### src/rtl/dcbrm_pkg.sv
`timescale 1ns / 1ps
// Shared types, widths and codes of the dual-copy block read mapper.
package dcbrm_pkg;

    localparam int S_DATA_W   = 104;  // word_index, word_value, read_offset, read_size
    localparam int S_USER_W   = 1;    // action
    localparam int M_DATA_W   = 136;  // 129 payload bits padded to whole bytes
    localparam int M_USER_W   = 2;    // status
    localparam int CFG_IDX_W  = 3;
    localparam int CFG_DATA_W = 32;
    localparam int WORD_W     = 32;
    localparam int POS_W      = 34;   // byte positions and block indices, no wrap

    localparam logic [CFG_IDX_W-1:0] REG_AREA_BASE       = 3'd0;
    localparam logic [CFG_IDX_W-1:0] REG_AREA_SIZE       = 3'd1;
    localparam logic [CFG_IDX_W-1:0] REG_COPY_ZERO_BASE  = 3'd2;
    localparam logic [CFG_IDX_W-1:0] REG_COPY_SPACE_SIZE = 3'd3;
    localparam logic [CFG_IDX_W-1:0] REG_BLOCK_LOG       = 3'd4;
    localparam logic [CFG_IDX_W-1:0] REG_EXTERNAL_MODE   = 3'd5;

    localparam logic ACT_LOAD = 1'b0;
    localparam logic ACT_READ = 1'b1;

    localparam logic [1:0] ST_OK       = 2'd0;
    localparam logic [1:0] ST_PAST_END = 2'd1;
    localparam logic [1:0] ST_OVERFLOW = 2'd2;

    localparam logic [4:0] BLOCK_LOG_RESET = 5'd12;

    typedef struct packed {
        logic [31:0] area_base;
        logic [31:0] area_size;
        logic [31:0] copy_zero_base;
        logic [31:0] copy_space_size;
        logic [4:0]  block_log;
        logic        external_mode;
    } cfg_t;

    typedef enum logic [7:0] {
        S_IDLE  = 8'b0000_0001,
        S_CLAMP = 8'b0000_0010,
        S_SETUP = 8'b0000_0100,
        S_SPAN  = 8'b0000_1000,
        S_CHECK = 8'b0001_0000,
        S_WALK  = 8'b0010_0000,
        S_FETCH = 8'b0100_0000,
        S_REPLY = 8'b1000_0000
    } state_t;

endpackage

### src/rtl/dcbrm_cfg_regs.sv
`timescale 1ns / 1ps
// Configuration register file written through the index/data write channel.
module dcbrm_cfg_regs (
    input  logic                             aclk,
    input  logic                             aresetn,
    input  logic                             cfg_valid,
    output logic                             cfg_ready,
    input  logic [dcbrm_pkg::CFG_IDX_W-1:0]  cfg_index,
    input  logic [dcbrm_pkg::CFG_DATA_W-1:0] cfg_data,
    output dcbrm_pkg::cfg_t                  cfg
);
    import dcbrm_pkg::*;

    cfg_t cfg_reg;

    assign cfg_ready = 1'b1;
    assign cfg       = cfg_reg;

    always_ff @(posedge aclk) begin
        if (!aresetn) begin
            cfg_reg.area_base       <= '0;
            cfg_reg.area_size       <= '0;
            cfg_reg.copy_zero_base  <= '0;
            cfg_reg.copy_space_size <= '0;
            cfg_reg.block_log       <= BLOCK_LOG_RESET;
            cfg_reg.external_mode   <= 1'b0;
        end else if (cfg_valid) begin
            case (cfg_index)
                REG_AREA_BASE:       cfg_reg.area_base       <= cfg_data;
                REG_AREA_SIZE:       cfg_reg.area_size       <= cfg_data;
                REG_COPY_ZERO_BASE:  cfg_reg.copy_zero_base  <= cfg_data;
                REG_COPY_SPACE_SIZE: cfg_reg.copy_space_size <= cfg_data;
                REG_BLOCK_LOG:       cfg_reg.block_log       <= cfg_data[4:0];
                REG_EXTERNAL_MODE:   cfg_reg.external_mode   <= cfg_data[0];
                default: ;  // ignore unknown index
            endcase
        end
    end

endmodule

### config.mk
export PLATFORM = sky130hd
export DESIGN_NAME = dcbrm_cfg_regs
export DESIGN_NICKNAME = d
export VERILOG_FILES = /design/src/rtl/dcbrm_pkg.sv /design/src/rtl/dcbrm_cfg_regs.sv
export SDC_FILE = /design/constraint.sdc
export NUM_CORES = 1
export LEC_CHECK = 0
export ABC_AREA = 1
export CAP_MARGIN = 20
export CELL_PAD_IN_SITES_DETAIL_PLACEMENT = 2
export CELL_PAD_IN_SITES_GLOBAL_PLACEMENT = 2
export CORE_MARGIN = 1.5
export CORE_UTILIZATION = 31
export CTS_BUF_LIST = sky130_fd_sc_hd__clkbuf_4 sky130_fd_sc_hd__clkbuf_8
export CTS_CLUSTER_DIAMETER = 120
export CTS_CLUSTER_SIZE = 30
export DETAILED_ROUTE_END_ITERATION = 8
export DONT_BUFFER_PORTS = 1
export GPL_ROUTABILITY_DRIVEN = 0
export GPL_TIMING_DRIVEN = 0
export PLACE_DENSITY_LB_ADDON = 0.15
export SLEW_MARGIN = 20
export SYNTH_ARGS = -nofsm -noshare
export SYNTH_HDL_FRONTEND = slang
export SYNTH_SLANG_ARGS = --single-unit
### constraint.sdc
create_clock -name aclk -period 1 [get_ports aclk]
set_input_delay 0.2 -clock aclk [delete_from_list [all_inputs] [get_ports aclk]]
set_output_delay 0.2 -clock aclk [all_outputs]
set_load 0.01 [all_outputs]
==> qor.txt <==
run status - complete, but fails checks
failing checks - negative setup slack
Setup Slack @ Placement - -0.5205 ns
Syn Area/Cell - 6.882 µm²
PwrDens - 1806 nW/µm²
CP arrival - 0.86 ns
std cell rows - 47
Area contributors post-synth - dfxtp_1 (50%), nor2_1 (19%), nand3_1 (13%)
layout cells sized above 1 - 27.25%
Die ar. - 18050 µm²
yosys warns - 0
Slew Limit Fails - 0
maximum operating frequency - 946.1 MHz
# setup viols final - 134
clk buf depth - 2
synthesis-to-finish area growth - 19.68%
detailed-route via count - 5039
flop-to-flop setup slack - 0.33 ns
DRT Pass-1 Iters - 5
Worst-path clk slew - 0.08 ns
CTS tree - built
final worst slack - -0.05703 ns
sequential share of the synthesized area - 50.16%
core footprint - 16700 µm²
All-Layer GR Usage - 22.52%
Yosys reg bits - 134
Hold Fails Final Rpt - 0
DR iter-0 viols - 229
Final ANT Viol Nets - 0
# Post-CTS Setup Buffers - 0
clk_skew - 0 ns
H-tree depth - 4
Reg area - 3015 µm²
DRC - 0
fin util - 38.32%
hold crit path type - input port to flop
total gr overflow - 0
final net count - 836
final non-filler cell area - 6400 µm²
Post-synth ARST share - 0%
# diodes - 0
largest net degree at the start of global routing - 17
Vias/cell - 4.887
cell with the most instances after synthesis - nor2_1
multi-input combinational cell area - 2255 µm²
Simple-Gate Fraction of Synth Area - 42.00%
clock sinks - 134
Yosys top cell area share - 50.16%
Post-Synth XOR/XNOR Area - 0%
Final period util - 105.7%
mux contribution to synthesized area - 0%
wire length per cell - 19.24 µm
area of placed instances - 5623 µm²
Post-Synth Adder-Cell Area - 0%
post-synth cell types - 13
WP data required - 0.80 ns
EDFF count, synth - 0
slew margin rel. - 56.09%
# IOs - 173
Syn Inst Count - 777
Top FF cell, synth - dfxtp_1
Total Power - 11560 µW
Post-synth top cells - nor2_1 (265), nand2_1 (143), dfxtp_1 (134), nand3_1 (134), buf_2 (37)
initial antenna violation count - 0
MaxCap Viol Count - 0
CTS buffer count - 17
count of buffers from port buffering - 0
Fill cells - 1984
Synth Cell Area - 5348 µm²
CP Capture Type - output port
Die W - 134.3 µm
CTS root buf - clkbuf_8
final wirelength - 19.83 mm
DP HPWL - 15.02 mm
Max rail drop VDD - 0.8008 mV
Setup CP Type - flop to output port
post-synthesis compound-gate area fraction - 0.09359%
number of global-route vias before repair - 5385
Worst-Margin Slew - 0.6586 ns
Clock Latency Late Sink - 0.48 ns
syn_nets - 815
max reg flops - 134
CP max FO - 2
CP startpoint kind - flop
main combinational cell family by area after synthesis - simple AND/OR/NAND/NOR gates
area leader, netlist - dfxtp_1
Final min period - 1.057 ns
leakage power - 0.002761 µW
Die Ht - 134.3 µm
RSZ-0062 raised after global routing - true
first-pass GRT wire length - 30.48 mm
Initial Utilization - 32.02%
## cells by family after synthesis
group	count (synthesis)
simple gates	549
flops	134
other cells	1
buf+inv	92
compound gates	1
## path summary, 6_finish.rpt
kind | startpoint | end | cells after the start
setup reg to reg | cfg[119] | cfg[119] | 2
hold / removal | cfg_index[0] | cfg[101] | 4
setup / recovery | cfg[101] | cfg[101] | 0
hold reg to reg | cfg[12] | cfg[12] | 2
## cell type report
cell class / count / share of cell area [%]
plain buffers: 54 / 4.242
clock buffers: 20 / 4.203
clock inverters: 12 / 2.366
inverters: 38 / 2.229
multi-input cells: 551 / 35.23
flip-flops and latches: 134 / 47.12
well taps: 220 / 4.301
repair buffers: 2 / 0.3128
## cells in the final DEF, fill, tap and decap left out
cell type and count:
nor2_1 265, nand2_1 143, nand3_1 134, dfxtp_2 68, dfxtp_4 66, buf_2 38, inv_1 35, clkbuf_8 19
buf_1 9, nor2_2 7, buf_4 5, clkinv_2 4, inv_2 3, bufinv_16 3, clkbuf_2 2, clkinvlp_4 2
clkinv_4 2, dlygate4sd3_1 2, a21oi_1 1, conb_1 1, clkbuf_4 1, inv_6 1
## metrics by stage
| step | instances | hold slack, ns | TNS, ns |
|---|---|---|---|
| after floorplan | 777 | 0.3132 | 0 |
| after global placement | 997 | 0.3176 | -35.87 |
| after detailed placement | 997 | 0.3223 | -39.29 |
| after CTS | 1031 | 0.009377 | -7.886 |
| after global routing | 1031 | 0.02330 | -9.734 |
| final | 1031 | 0.02727 | -4.806 |
## routing by layer
layer / up-vias / track usage, % / wire, µm
met5: - / 0 / 0
met4: 0 / 5.914 / 197
met3: 19 / 9.410 / 1761
met2: 142 / 37.69 / 9671
met1: 2436 / 26.58 / 8204
li1: 2442 / - / -
## power breakdown
| part | switching, µW | internal [µW] |
|---|---|---|
| logic | 726 | 297 |
| registers | 232 | 5430 |
| clock network | 2250 | 2620 |
| total | 3210 | 8350 |
## timing repair
item | 4_1_cts | 5_1_grt
endpoints found under the hold margin | 2 | 0
hold buffers | 2 | 0
setup endpoints to repair | 135 | 144
gates resized for setup | 172 | 32
Power figures use the tool's default switching activity.
